File: config.mk
export PLATFORM = sky130hd
export DESIGN_NAME = lmh_out_queue
export DESIGN_NICKNAME = d
export VERILOG_FILES = /design/src/lmh_pkg.sv /design/src/lmh_out_queue.sv
export SDC_FILE = /design/constraint.sdc
export NUM_CORES = 1
export LEC_CHECK = 0
export ABC_AREA = 1
export CORE_AREA = 8 8 269 271
export CTS_BUF_LIST = sky130_fd_sc_hd__clkbuf_2
export CTS_CLUSTER_SIZE = 30
export DETAILED_ROUTE_END_ITERATION = 10
export DIE_AREA = 0 0 277 279
export DONT_BUFFER_PORTS = 1
export PLACE_DENSITY = 0.56
export SLEW_MARGIN = 0
export SYNTH_ARGS = -nofsm -noshare
export SYNTH_HDL_FRONTEND = slang
export SYNTH_SLANG_ARGS = --single-unit
File: constraint.sdc
create_clock -name clk_i -period 6.4 [get_ports clk_i]
set_input_delay 0.32 -clock clk_i [delete_from_list [all_inputs] [get_ports clk_i]]
set_output_delay 0.32 -clock clk_i [all_outputs]
set_load 0.03 [all_outputs]
File: src/lmh_pkg.sv
// Shared types and constants of the local maximum hotspot counter.
package lmh_pkg;

  // Default maximum row length, in cells.
  localparam int unsigned MaxWidthDefault = 1024;

  // Fixed field widths.
  localparam int unsigned CellW    = 64;
  localparam int unsigned RowW     = 16;
  localparam int unsigned WidthW   = 11;
  localparam int unsigned CntW     = 11;
  localparam int unsigned TotW     = 26;
  localparam int unsigned CfgIdxW  = 1;
  localparam int unsigned CfgDataW = 16;

  // Output queue geometry (power of two depth).
  localparam int unsigned OutDepth = 8;
  localparam int unsigned QPtrW    = $clog2(OutDepth);
  localparam int unsigned QCntW    = $clog2(OutDepth + 1);

  // Reset values of the configuration registers.
  localparam logic [WidthW-1:0] WidthReset  = WidthW'(1024);
  localparam logic [RowW-1:0]   HeightReset = RowW'(1);

  // Configuration register indexes.
  typedef enum logic [CfgIdxW-1:0] {
    RegImageWidth  = 1'b0,
    RegImageHeight = 1'b1
  } cfg_reg_e;

  // Position flags of one cell as it travels down the pipeline.
  typedef struct packed {
    logic            has_up1;   // row index at least one
    logic            has_up2;   // row index at least two
    logic            last_row;
    logic            last_col;
    logic            col_ge1;
    logic            col_ge2;
    logic [RowW-1:0] row;
  } item_ctl_t;

  // Compare results of one column against its vertical and left neighbors.
  // mid is the row above the current one, up2 the row above that.
  typedef struct packed {
    logic mu_gt;  // mid > up2
    logic cm_gt;  // cur > mid
    logic cm_lt;  // cur < mid
    logic hm_gt;  // mid > mid of the column to the left
    logic hm_lt;  // mid < mid of the column to the left
    logic hc_gt;  // cur > cur of the column to the left
    logic hc_lt;  // cur < cur of the column to the left
  } col_flags_t;

  // One result beat.
  typedef struct packed {
    logic [RowW-1:0] row_index;
    logic [CntW-1:0] row_hotspots;
    logic [TotW-1:0] total_hotspots;
    logic            last;
  } result_t;

  // Push request into the output queue.
  typedef struct packed {
    logic first;
    logic second;
  } push_t;

endpackage

File: src/lmh_out_queue.sv
// Output queue that takes up to two result beats per cycle and sends one while the receiver is ready.
module lmh_out_queue import lmh_pkg::*; (
  input  logic             clk_i,
  input  logic             rst_ni,
  input  push_t            push_i,
  input  result_t          beat0_i,
  input  result_t          beat1_i,
  input  logic             pop_ready_i,
  output logic             valid_o,
  output result_t          head_o,
  output logic [QCntW-1:0] count_o
);

  result_t          mem_q [OutDepth];
  logic [QPtrW-1:0] wr_ptr_q, wr_ptr_d;
  logic [QPtrW-1:0] rd_ptr_q, rd_ptr_d;
  logic [QCntW-1:0] count_q, count_d;
  logic             pop;
  logic [QPtrW-1:0] wr_ptr_next;

  assign valid_o     = count_q != '0;
  assign head_o      = mem_q[rd_ptr_q];
  assign count_o     = count_q;
  assign pop         = valid_o && pop_ready_i;
  assign wr_ptr_next = wr_ptr_q + QPtrW'(1);

  // Storage writes.
  always_ff @(posedge clk_i) begin
    if (push_i.first) begin
      mem_q[wr_ptr_q] <= beat0_i;
    end
    if (push_i.second) begin
      mem_q[wr_ptr_next] <= beat1_i;
    end
  end

  // Pointer and fill level update.
  always_comb begin
    wr_ptr_d = wr_ptr_q + QPtrW'(push_i.first) + QPtrW'(push_i.second);
    rd_ptr_d = rd_ptr_q + QPtrW'(pop);
    count_d  = count_q + QCntW'(push_i.first) + QCntW'(push_i.second) - QCntW'(pop);
  end

  always_ff @(posedge clk_i or negedge rst_ni) begin
    if (!rst_ni) begin
      wr_ptr_q <= '0;
      rd_ptr_q <= '0;
      count_q  <= '0;
    end else begin
      wr_ptr_q <= wr_ptr_d;
      rd_ptr_q <= rd_ptr_d;
      count_q  <= count_d;
    end
  end

endmodule

Word-level counts from Yosys, hierarchy flattened. Memory sizes are Yosys's and may differ from the RTL's. Cells that the tools add are included.

Reductions and logical operators: 2. Muxes and demuxes: 4. $add $sub $neg: 7.

Operators with widths (count): $add 3x1->3 (3); $add 4x1->4 (2); $mux 1 (4); $reduce_bool 4->1 (1); $sub 4x1->4 (1); $add 3x1->3 const B (1); $logic_and 1x1->1 (1).

RAM bits: 432. Bits in registers: 10. Input bits: 113. Output and inout bits: 59. Logic and storage cells: 17. Memories: 1.

Memories: mem_q (depth 8, bits a word 54, rd ports 1, clocked after Yosys merged registers in 0, wr ports 2, RTL line lmh_out_queue.sv:14) `result_t mem_q [OutDepth];`.

Logic depth before layout (Yosys ltp).
Word-level depth: 3. Mapped depth: 9.

Worst setup path after synthesis. No wires, ideal clock.

Kind: register to register. From: register wr_ptr_q[0]. To: memory mem_q[6][0] in the netlist's numbering (enable). Setup time: 0.540 ns. Period minus slack after synthesis: 4.942 ns. Cell stages (with the launch flop): 4. Path slack: 1.458 ns. Arrival: 4.402 ns. Required time: 5.860 ns. Cell sequence: dfrtp_1 -> inv_1 -> nand2_1 -> o21ai_0.

RTL lines: start: declaration (RTL line lmh_out_queue.sv:15) `logic [QPtrW-1:0] wr_ptr_q, wr_ptr_d;`; start signal: assignment (RTL line lmh_out_queue.sv:50) `wr_ptr_q <= wr_ptr_d;`; end: declaration (RTL line lmh_out_queue.sv:14).

==> run_results.csv <==
group,metric,value,unit
hold_path,hp-class,"in -> reg",
yosys,synth_compound_gate_area_share,0.00195,
timing,timing.final.crit_period,4600,ps
timing,setup_viol,0,
timing,finalMaxSlewViolations,0,
global_routing,overflow,0,
drt,drtAntennaViolNets,0,
critical_path,crit_type,"reg -> out",
drt,initialDrtViolationCount,2149,
timing,rsz0062_at_grt,"false",
critical_path,startpoint_type,"flip-flop",
yosys,synth_top_cell_by_area,"edfxtp_1",
yosys,synth-edff-count,432,
critical_path,reg2reg_from,"wr_ptr_q[0]",
power,p_leak,15.6,nW
critical_path,critical_path.slowest_cell,"dfrtp_4",
place,postPlaceCellArea,26600,um^2
hold_path,hp-start,"push_i[1]",
cells_and_area,stdcell_count,4798,
global_routing,antenna_found_initial,1,
yosys,syn-num-nets,3656,
drt,route.top_layer_used,"met4",
drt,m1WireLength,39300,um
global_routing,grt_pass1_wl,146000,um
global_routing,grt_pass1_vias,24900,
clock_network,worst_skew_pair.late_latency,1320,ps
critical_path,crit_required,6080,ps
clock_network,cts_buffer_depth,3,
critical_path,worstPathArrival,4280,ps
critical_path,critical-path-top-delay-family,"flip-flops",
place,globalplace.congestion,0.748,
clock_network,htreeDepth,4,
critical_path,endpoint_kind,"output pin",
drt,wl,93000,um
cells_and_area,area_growth,22.0,%
timing,worst_pin_slew,1220,ps
critical_path,crit_chain,"inv_8, buf_4, nand2_1, nand3_1, nand2_1, nand2_1, nand2_1",
drt,wl_met3,6500,um
timing,max_freq,0.217,GHz
clock_network,root_buffer,"clkbuf_2",
yosys,synth_commonest_cells,"nand2_1 (1579), inv_1 (445), edfxtp_1 (432), nand4_1 (432), nand3_1 (217)",
yosys,syn_area_per_cell,7.62,um^2
critical_path,crit_top_cell,"nand2_1",
timing,period_share,0.719,
place,portBuffers,0,
yosys,yosys_warnings,0,
yosys,synth_top_cell_area_share,0.482,
critical_path,worstRegToRegCells,9,
critical_path,critical_path_buf_inv_count,2,
floorplan,initial_core_util,0.396,
critical_path,cp_max_fo,132,
drt,vias,25200,
cells_and_area,drive_above_1_share,0.0698,
yosys,synthesis.area,26900,um^2
global_routing,grt_max_degree,213,
yosys,synth_top_family_by_area,"simple AND/OR/NAND/NOR gates",
cells_and_area,fin_nets,3946,
cells_and_area,final_core_util,0.483,
hold_path,worstHoldPathCells,4,
drt,drt-vias-per-instance,5.25,
floorplan,dieHeight,279,um
critical_path,critPathMaxStageDelay,1080,ps
yosys,yosysSeqAreaShare,0.492,
yosys,synth.area.top_cells,"edfxtp_1 (48%), nand2_1 (22%), nand4_1 (10%), inv_1 (6.2%), nand3_1 (4.0%)",
yosys,yosysMostFrequentCell,"nand2_1",
yosys,synth_cells,3532,
drt,drt_pre_antenna_iters,5,
critical_path,rrSetupSlack,2050,ps
power,power_density,488,nW/um^2
cells_and_area,fin_area,32800,um^2
clock_network,path_clk_slew,80,ps
timing,finalHoldViolCount,0,
flow_run,max-cap-violations,0,
clock_network,postCtsResizedCells,0,
yosys,ys.flop_type,"edfxtp_1",
power,vdd_drop_max,0.000579,V
yosys,synth_simple_gate_area_share,0.367,
place,dp.cells,4071,
place,dp_hpwl,44200,um
floorplan,io_pins,172,
timing,setup_tns,0,ps
hold_path,holdPathEnd,"wr_ptr_q[0]",
floorplan,coreArea,68000,um^2
yosys,synth_mux_area_frac,0,
outcome,outcome,"completed",
yosys,synthAdderAreaFrac,0.00595,
power,power,0.0160,W
timing,finClkSkew,90.4,ps
yosys,synthArstFlopShare,0.0226,
drt,drc,0,
yosys,ys_seq_elements,442,
clock_network,cts_buffers,133,
yosys,ys_types,26,
floorplan,num_rows,96,
global_routing,grt_usage,0.238,
drt,wire_per_inst,19.4,um
drt,dr_wl_met2,44800,um
critical_path,r2r-end,"mem_q[6][8]",
floorplan,dieArea,77300,um^2
floorplan,die_w,277,um
clock_network,cts_tree,"done",
timing,slew_headroom,0.185,
clock_network,clock_sinks,442,
yosys,synth_xor_area_frac,0.00130,
[metrics by stage]
stage	hold WS [ps]	setup WS, ps
after global routing	101	1520
final	161	1800
after detailed placement	24.8	2090
after floorplan	24.4	1460
after CTS	44.5	1670
after global placement	24.7	2120
[cells in the final DEF (no fill, tap or decap), drive strengths merged]
cell type,n
nand4,432
diode,3
a21oi,1
inv,453
ha,8
nand3,225
bufinv,5
nor2,2
clkinvlp,2
fa,3
clkinv,18
a21boi,1
dfrtp,10
edfxtp,432
nand2,1581
o21ai,8
clkbuf,199
dlygate4sd3,498
xor2,4
buf,31
[sequential cells by signal, indices dropped and copies added, names as in the netlist]
name,count
count_o,4
wr_ptr_q,3
mem_q,432
rd_ptr_q,3
[power by group]
group	internal [W]	leakage (nW)	switching, W
clock	0.00102	0.947	0.00132
combinational	0.00209	10.6	0.00679
sequential	0.00444	4.08	0.000331
total	0.00756	15.6	0.00845
[per-layer routing]
metal | vias up | global-route usage
li1 | 12100 | -
met1 | 12000 | 0.304
met2 | 914 | 0.398
met3 | 165 | 0.0480
met4 | 0 | 0.0832
met5 | - | 0
[worst max path at each step]
stage,start,endpoint,slack [ps],cells after the start
global placement,wr_ptr_q[0],mem_q[0][9],2120,7
CTS,rd_ptr_q[0],head_o[53],1670,7
detailed placement,wr_ptr_q[0],mem_q[0][9],2090,7
floorplan,wr_ptr_q[0],mem_q[6][0],1460,3
global route,rd_ptr_q[0],head_o[53],1520,7
finish,rd_ptr_q[0],head_o[53],1800,7
[worst min-delay path, delay by kind of cell]
family / cells / cell delay [ps]
buffers and inverters: 3 / 870
adders and majority gates: 1 / 200
[repair_timing]
item,4_1_cts,5_1_grt
endpoints found under the hold margin,627,0
hold buffers,498,0
buffers inserted,0,0
[kinds of logic after synthesis]
logic type / after synthesis
adder cells (fa/ha/maj): 11
XOR/XNOR: 4
AO/OA/AOI/OAI: 10
buffers and inverters: 825
flip-flops: 442
AND/OR/NAND/NOR: 2240
[layout make-up]
| type | count | area, um^2 |
|---|---|---|
| diodes | 3 | 7.51 |
| clock buffers | 199 | 996 |
| clock inverters | 27 | 256 |
| fillers | 6641 | 35200 |
| inverters | 451 | 1720 |
| multi-input cells | 2265 | 10300 |
| flip-flops and latches | 442 | 13200 |
| well taps | 882 | 1100 |
| repair buffers | 529 | 5260 |
(Power assumes the default switching activity.)
