$ cat config.mk
export PLATFORM = sky130hd
export DESIGN_NAME = lmh_row_count
export DESIGN_NICKNAME = d
export VERILOG_FILES = /design/src/lmh_pkg.sv /design/src/lmh_row_count.sv
export SDC_FILE = /design/constraint.sdc
export NUM_CORES = 1
export LEC_CHECK = 0
export CAP_MARGIN = 20
export CORE_MARGIN = 2
export CORE_UTILIZATION = 30
export CTS_CLUSTER_SIZE = 40
export DETAILED_ROUTE_END_ITERATION = 16
export DONT_BUFFER_PORTS = 1
export GPL_TIMING_DRIVEN = 0
export SYNTH_ARGS = -nofsm -noshare
export SYNTH_HDL_FRONTEND = slang
export SYNTH_SLANG_ARGS = --single-unit
$ cat constraint.sdc
create_clock -name clk_i -period 6.03 [get_ports clk_i]
set_input_delay 1.206 -clock clk_i [delete_from_list [all_inputs] [get_ports clk_i]]
set_output_delay 1.206 -clock clk_i [all_outputs]
set_load 0.02 [all_outputs]
$ cat src/lmh_pkg.sv
// Shared types and constants of the local maximum hotspot counter.
package lmh_pkg;

  // Default maximum row length, in cells.
  localparam int unsigned MaxWidthDefault = 1024;

  // Fixed field widths.
  localparam int unsigned CellW    = 64;
  localparam int unsigned RowW     = 16;
  localparam int unsigned WidthW   = 11;
  localparam int unsigned CntW     = 11;
  localparam int unsigned TotW     = 26;
  localparam int unsigned CfgIdxW  = 1;
  localparam int unsigned CfgDataW = 16;

  // Output queue geometry (power of two depth).
  localparam int unsigned OutDepth = 8;
  localparam int unsigned QPtrW    = $clog2(OutDepth);
  localparam int unsigned QCntW    = $clog2(OutDepth + 1);

  // Reset values of the configuration registers.
  localparam logic [WidthW-1:0] WidthReset  = WidthW'(1024);
  localparam logic [RowW-1:0]   HeightReset = RowW'(1);

  // Configuration register indexes.
  typedef enum logic [CfgIdxW-1:0] {
    RegImageWidth  = 1'b0,
    RegImageHeight = 1'b1
  } cfg_reg_e;

  // Position flags of one cell as it travels down the pipeline.
  typedef struct packed {
    logic            has_up1;   // row index at least one
    logic            has_up2;   // row index at least two
    logic            last_row;
    logic            last_col;
    logic            col_ge1;
    logic            col_ge2;
    logic [RowW-1:0] row;
  } item_ctl_t;

  // Compare results of one column against its vertical and left neighbors.
  // mid is the row above the current one, up2 the row above that.
  typedef struct packed {
    logic mu_gt;  // mid > up2
    logic cm_gt;  // cur > mid
    logic cm_lt;  // cur < mid
    logic hm_gt;  // mid > mid of the column to the left
    logic hm_lt;  // mid < mid of the column to the left
    logic hc_gt;  // cur > cur of the column to the left
    logic hc_lt;  // cur < cur of the column to the left
  } col_flags_t;

  // One result beat.
  typedef struct packed {
    logic [RowW-1:0] row_index;
    logic [CntW-1:0] row_hotspots;
    logic [TotW-1:0] total_hotspots;
    logic            last;
  } result_t;

  // Push request into the output queue.
  typedef struct packed {
    logic first;
    logic second;
  } push_t;

endpackage

$ cat src/lmh_row_count.sv
// Decides hotspots from column compare flags, keeps row counts and builds result beats.
module lmh_row_count import lmh_pkg::*; (
  input  logic       clk_i,
  input  logic       rst_ni,
  input  logic       restart_i,
  input  logic       valid_i,
  input  item_ctl_t  ctl_i,
  input  col_flags_t flags_i,
  output logic       valid_o,
  output push_t      push_o,
  output result_t    beat0_o,
  output result_t    beat1_o
);

  logic            s2_v_q;
  item_ctl_t       ctl_q;
  col_flags_t      cur_q;
  col_flags_t      prv_q;
  logic [CntW-1:0] pend_q, pend_d;
  logic [CntW-1:0] fin_q, fin_d;
  logic [TotW-1:0] total_q, total_d;

  logic            a_mid, a_cur, b_mid, b_cur;
  logic            emit_a, emit_b;
  logic [CntW-1:0] pend_sum, fin_sum;
  logic [TotW-1:0] total1, total2;
  result_t         beat_a, beat_b;

  // Stage register for the flags of the current column.
  always_ff @(posedge clk_i or negedge rst_ni) begin
    if (!rst_ni) begin
      s2_v_q <= 1'b0;
    end else begin
      s2_v_q <= valid_i;
    end
  end

  always_ff @(posedge clk_i) begin
    if (valid_i) begin
      ctl_q <= ctl_i;
      cur_q <= flags_i;
    end
    if (s2_v_q) begin
      prv_q <= cur_q;
    end
  end

  // Hotspot decisions: the column to the left, and the current one at the row end.
  always_comb begin
    a_mid = ctl_q.col_ge1 && ctl_q.has_up1 && (!ctl_q.has_up2 || prv_q.mu_gt) &&
            prv_q.cm_lt && (!ctl_q.col_ge2 || prv_q.hm_gt) && cur_q.hm_lt;
    a_cur = ctl_q.col_ge1 && ctl_q.last_row && (!ctl_q.has_up1 || prv_q.cm_gt) &&
            (!ctl_q.col_ge2 || prv_q.hc_gt) && cur_q.hc_lt;
    b_mid = ctl_q.last_col && ctl_q.has_up1 && (!ctl_q.has_up2 || cur_q.mu_gt) &&
            cur_q.cm_lt && (!ctl_q.col_ge1 || cur_q.hm_gt);
    b_cur = ctl_q.last_col && ctl_q.last_row && (!ctl_q.has_up1 || cur_q.cm_gt) &&
            (!ctl_q.col_ge1 || cur_q.hc_gt);
  end

  // Row counts and running total.
  always_comb begin
    pend_sum = pend_q + CntW'(a_mid) + CntW'(b_mid);
    fin_sum  = fin_q + CntW'(a_cur) + CntW'(b_cur);
    emit_a   = s2_v_q && ctl_q.last_col && ctl_q.has_up1;
    emit_b   = s2_v_q && ctl_q.last_col && ctl_q.last_row;
    total1   = total_q + (emit_a ? TotW'(pend_sum) : '0);
    total2   = total1 + (emit_b ? TotW'(fin_sum) : '0);

    pend_d  = pend_q;
    fin_d   = fin_q;
    total_d = total_q;
    if (restart_i) begin
      pend_d  = '0;
      fin_d   = '0;
      total_d = '0;
    end else if (s2_v_q) begin
      if (ctl_q.last_col && ctl_q.last_row) begin
        // End of the grid: start over.
        pend_d  = '0;
        fin_d   = '0;
        total_d = '0;
      end else if (ctl_q.last_col) begin
        pend_d  = '0;
        fin_d   = fin_sum;
        total_d = total1;
      end else begin
        pend_d = pend_sum;
        fin_d  = fin_sum;
      end
    end
  end

  always_ff @(posedge clk_i or negedge rst_ni) begin
    if (!rst_ni) begin
      pend_q  <= '0;
      fin_q   <= '0;
      total_q <= '0;
    end else begin
      pend_q  <= pend_d;
      fin_q   <= fin_d;
      total_q <= total_d;
    end
  end

  // Result beats: the row above settles first, then the final row.
  always_comb begin
    beat_a.row_index      = ctl_q.row - RowW'(1);
    beat_a.row_hotspots   = pend_sum;
    beat_a.total_hotspots = total1;
    beat_a.last           = 1'b0;
    beat_b.row_index      = ctl_q.row;
    beat_b.row_hotspots   = fin_sum;
    beat_b.total_hotspots = total2;
    beat_b.last           = 1'b1;

    push_o.first  = emit_a || emit_b;
    push_o.second = emit_a && emit_b;
    beat0_o       = emit_a ? beat_a : beat_b;
    beat1_o       = beat_b;
  end

  assign valid_o = s2_v_q;

endmodule

After elaboration in Yosys (flattened, before gate mapping)
Index checks and enable logic that the tools add are counted.
{ "word_totals": {"regBits": 83, "out_inout_bits": 111} }
{ "op_classes": {"addsub": 7, "n_reduce_logical": 36, "muxes": 14} }
{ "ops": {"columns": ["cell", "n"], "rows": [
  ["26-bit 2-to-1 mux", 4],
  ["11-bit 2-to-1 mux", 9],
  ["54-bit 2-to-1 mux", 1],
  ["26-bit by 11-bit adder with 26-bit output", 2],
  ["11-bit by 1-bit adder with 11-bit output", 4],
  ["1-bit logical AND", 20],
  ["16-bit by 1-bit subtractor with 16-bit output, second input constant", 1],
  ["1-bit logical OR", 9],
  ["1-bit zero test", 4],
  ["3-bit nonzero test", 1],
  ["2-bit AND reduction", 1],
  ["2-bit nonzero test", 1]
]} }

Longest topological paths before layout
{ "depth": {"depth_word": 14, "depth_mapped": 24, "depth_no_buf": 24} }

Least setup slack after synthesis
No wires, ideal clock.
{ "synth_path": {"path_kind": "register -> output", "from": "reg ctl_q[18] in the netlist's numbering", "to": "out beat0_o[26] in the netlist's numbering", "stages_incl_launch_ff": 25, "slack_ns": -0.353, "required_time_ns": 4.824, "t_arrival_ns": 5.177, "path_cell_list": "edfxtp_1 > clkbuf_1 > nand3_1 > nor2_1 > fa_1 > ha_1 > and3_1 > and3_1 > and3_1 > xnor2_1 > nor2_1 > ha_1 > and3_1 > a21o_2 > o21ai_1 > nor2b_1 > xnor2_1 > ha_1 > nand2_1 > o21ai_0 > a31oi_1 > or3_4 > nor2_4 > nand4_1 > xnor2_1"} }
{ "synth_rtl": {"columns": ["item", "line_no", "source"], "rows": [
  ["start, declared", "lmh_row_count.sv:16", "item_ctl_t ctl_q;"],
  ["start signal, assigned", "lmh_row_count.sv:40", "ctl_q <= ctl_i;"],
  ["end, declared", "lmh_row_count.sv:11", "output result_t beat0_o,"]
]} }

==> results.ini <==
[routing]
drt_iter0_drc=347
remaining_drc_errors=0
dr_total_vias=5945
drt_pre_antenna_iters=5
ant_nets=0
via_per_inst=5.31
post_drt_wl_per_cell_um=18.9
drt-total-wl_um=21200

[sta]
fmax_mhz=152
fin_crit_sh_pct=109
rsz0062_at_grt=yes
finalSetupViolations=34
hold_viol=0
relSlewSlack_pct=40.5
finalClockSkew_ns=0.0109
fin_crit_ns=6.59
worst_pin_slew_ns=0.892
slew_viol_final=0
worst_slack_ns=-0.559

[synth]
netlist_area_um2=6490
synth_edf_count=34
syn_avg_cell_area_um2=8.70
syn-num-nets=810
synth_async_sr_flop_share_pct=59.0
yosysSeqAreaShare_pct=34.6
synthCells=746
synth_ff_type=dfrtp_1
yosys_warnings=0
synth_seq_cells=83
ys_types=81

[pwr]
finalPower_w=0.00133
switchingPower_w=0.000381
ir_drop_uv=155
pwr-share-clk_pct=42.8
p_comb_share_pct=9.7
seq_power_share_pct=47.5
switching_share_pct=28.8
p_int_w=0.000945
power.density_nw_per_um2=144
cellLeakagePower_nw=3.88

[clocking]
postCtsHoldBufs=0
htreeDepth=3
clkSlewWorstSetupHoldPaths_ns=0.07
root_buffer=clkbuf_16
numCtsBuffers=9
cts_tree=built
clk-insertion-delay-late_ns=0.36
cts.sinks=83
cts_buffer_depth=2

[cells_and_area]
diodes=0
design_area_um2=9180
mostFrequentLayoutCells=95 x buf_4, 73 x nand2_1, 61 x nor2_1
synthToLayoutAreaGrowth_pct=41.5
ff_latch_area_um2=2250
mostFrequentLayoutCell=buf_4
fillers=1969
multi_input_area_um2=5180
finish.net_count=904
drive_gt1_share_pct=37.4

[worst_hold_path]
hold_end=prv_q[5]
min_path_cells=0
min_from=cur_q[5]
min_path_type=reg2reg

[placement]
io_buffers=0
dp_hpwl_um=14700
gp_congestion=0.860
postPlaceCellArea_um2=6960

[critical_path]
cp_slowest_cell=edfxtp_1
crit_type=reg2out
critPathMaxStageDelay_ns=0.45
rrSetupSlack_ns=1.33
r2r_cells=19
required_ns=4.82
end_kind=output pin
crit_fanout=6
crit_arrival_ns=5.38
path_delay_family=simple AND/OR/NAND/NOR gates
crit_top_cell=nor2_4
start_kind=flop
r2r_end=total_q[20]
timing.rr.start=ctl_q[20]
cp.buffers_inverters=2

[floorplan]
core_um2=21200
rows=53
fp.dieH_um=151
die-area_um2=22800
initial_core_util_pct=30.7
die_w_um=151
num_io_pins=144

[job]
maxCapViolCount=0

[outcome]
violations=setup timing
outcome=finished, violations left

[global_route]
grt_overflow=0
antenna_found_initial=0
grt_pass1_vias=5667
track_usage_pct=17.9
grt_pass1_wl_um=31400
grt_max_degree=50

## cell usage after synthesis, types with 17 or more instances
| library cell | instances | area share (%) |
|---|---|---|
| a21oi_1 | 22 | 1.7 |
| o21ai_0 | 59 | 4.6 |
| edfxtp_1 | 34 | 16 |
| xor2_1 | 25 | 3.4 |
| nand2_1 | 85 | 4.9 |
| dfrtp_1 | 49 | 19 |
| buf_4 | 19 | 2.2 |
| inv_1 | 37 | 2.1 |
| ha_1 | 27 | 5.2 |
| nor2_1 | 76 | 4.4 |
| nor3_1 | 22 | 1.7 |
| xnor2_1 | 62 | 8.4 |
| nand3_1 | 25 | 1.9 |
| clkbuf_1 | 17 | 0.98 |
## worst max-delay path by stage
stage               depth (start not counted)  slack [ns]      start           to
finish                                     25       -0.56  ctl_q[21]  beat0_o[18]
floorplan                                  24       -0.03  ctl_q[18]  beat0_o[26]
detailed placement                         21       -1.45    valid_o  beat1_o[26]
global route                               25       -0.75  ctl_q[21]  beat0_o[18]
CTS                                        24       -0.52  ctl_q[20]  beat0_o[22]
global placement                           21       -1.39    valid_o  beat1_o[26]
## per-stage QoR
stage,TNS [ns],utilization (%),hold slack (ns),cells,setup WS [ns]
global placement,-36.11,32.9,0.434,1021,-1.39
global route,-18.88,43.4,0.481,1120,-0.754
detailed placement,-35.48,32.9,0.435,1021,-1.45
floorplan,-0.0309,-,0.426,746,-0.0309
finish,-12.90,43.4,0.459,1120,-0.559
CTS,-11.84,39.8,0.451,1086,-0.518
## cell families (layout without fill, tap and decap cells)
kind of cell / after synthesis / in the layout / synth area share (%)
other: 1 / 1 / 0.0578
AND/OR/NAND/NOR: 283 / 283 / 21.4
multiplexers: 5 / 5 / 0.791
XOR/XNOR: 88 / 88 / 12.0
AO/OA/AOI/OAI: 169 / 169 / 18.3
buffers and inverters: 86 / 185 / 6.32
flip-flops: 83 / 83 / 34.6
adder cells (fa/ha/maj): 31 / 31 / 6.44
## repair_timing
item	CTS	global route
cloned	2	0
pin swaps	62	54
gates resized for setup	149	87
endpoints found under the setup margin	43	37
buffers inserted	52	35
## layout make-up
cell class	instances	share of cell area (%)
tap	275	3.75
buffer	49	3.45
inverter	37	1.51
multi-input combinational	577	56.5
clock inverter	7	0.831
clock buffer	9	2.45
sequential	83	24.5
timing repair buffer	83	7.05
## flip-flops by register name (all words and copies together) (netlist names)
name,flops
prv_q,5
cur_q,7
valid_o,1
pend_q,11
beat1_o,16
fin_q,11
total_q,26
ctl_q,6
## metal layers
| layer | part of all wire (%) | GRT usage [%] | vias up |
|---|---|---|---|
| li1 | - | - | 2817 |
| met1 | 42 | 22.3 | 2931 |
| met2 | 51 | 30.7 | 158 |
| met3 | 5.5 | 5.00 | 39 |
| met4 | 1.9 | 4.02 | 0 |
| met5 | 0 | 0 | - |
## power by group through the flow
stage | clock (W) | combinational, W | sequential [W]
4_1_cts | 0.000579 | 0.000125 | 0.000629
5_1_grt | 0.000600 | 0.000138 | 0.000633
6_report | 0.000568 | 0.000128 | 0.000630
2_1_floorplan | 0 | 0.0000914 | 0.000636
3_3_place_gp | 0 | 0.000116 | 0.000641
3_5_place_dp | 0 | 0.000116 | 0.000641
(Power assumes the default switching activity.)
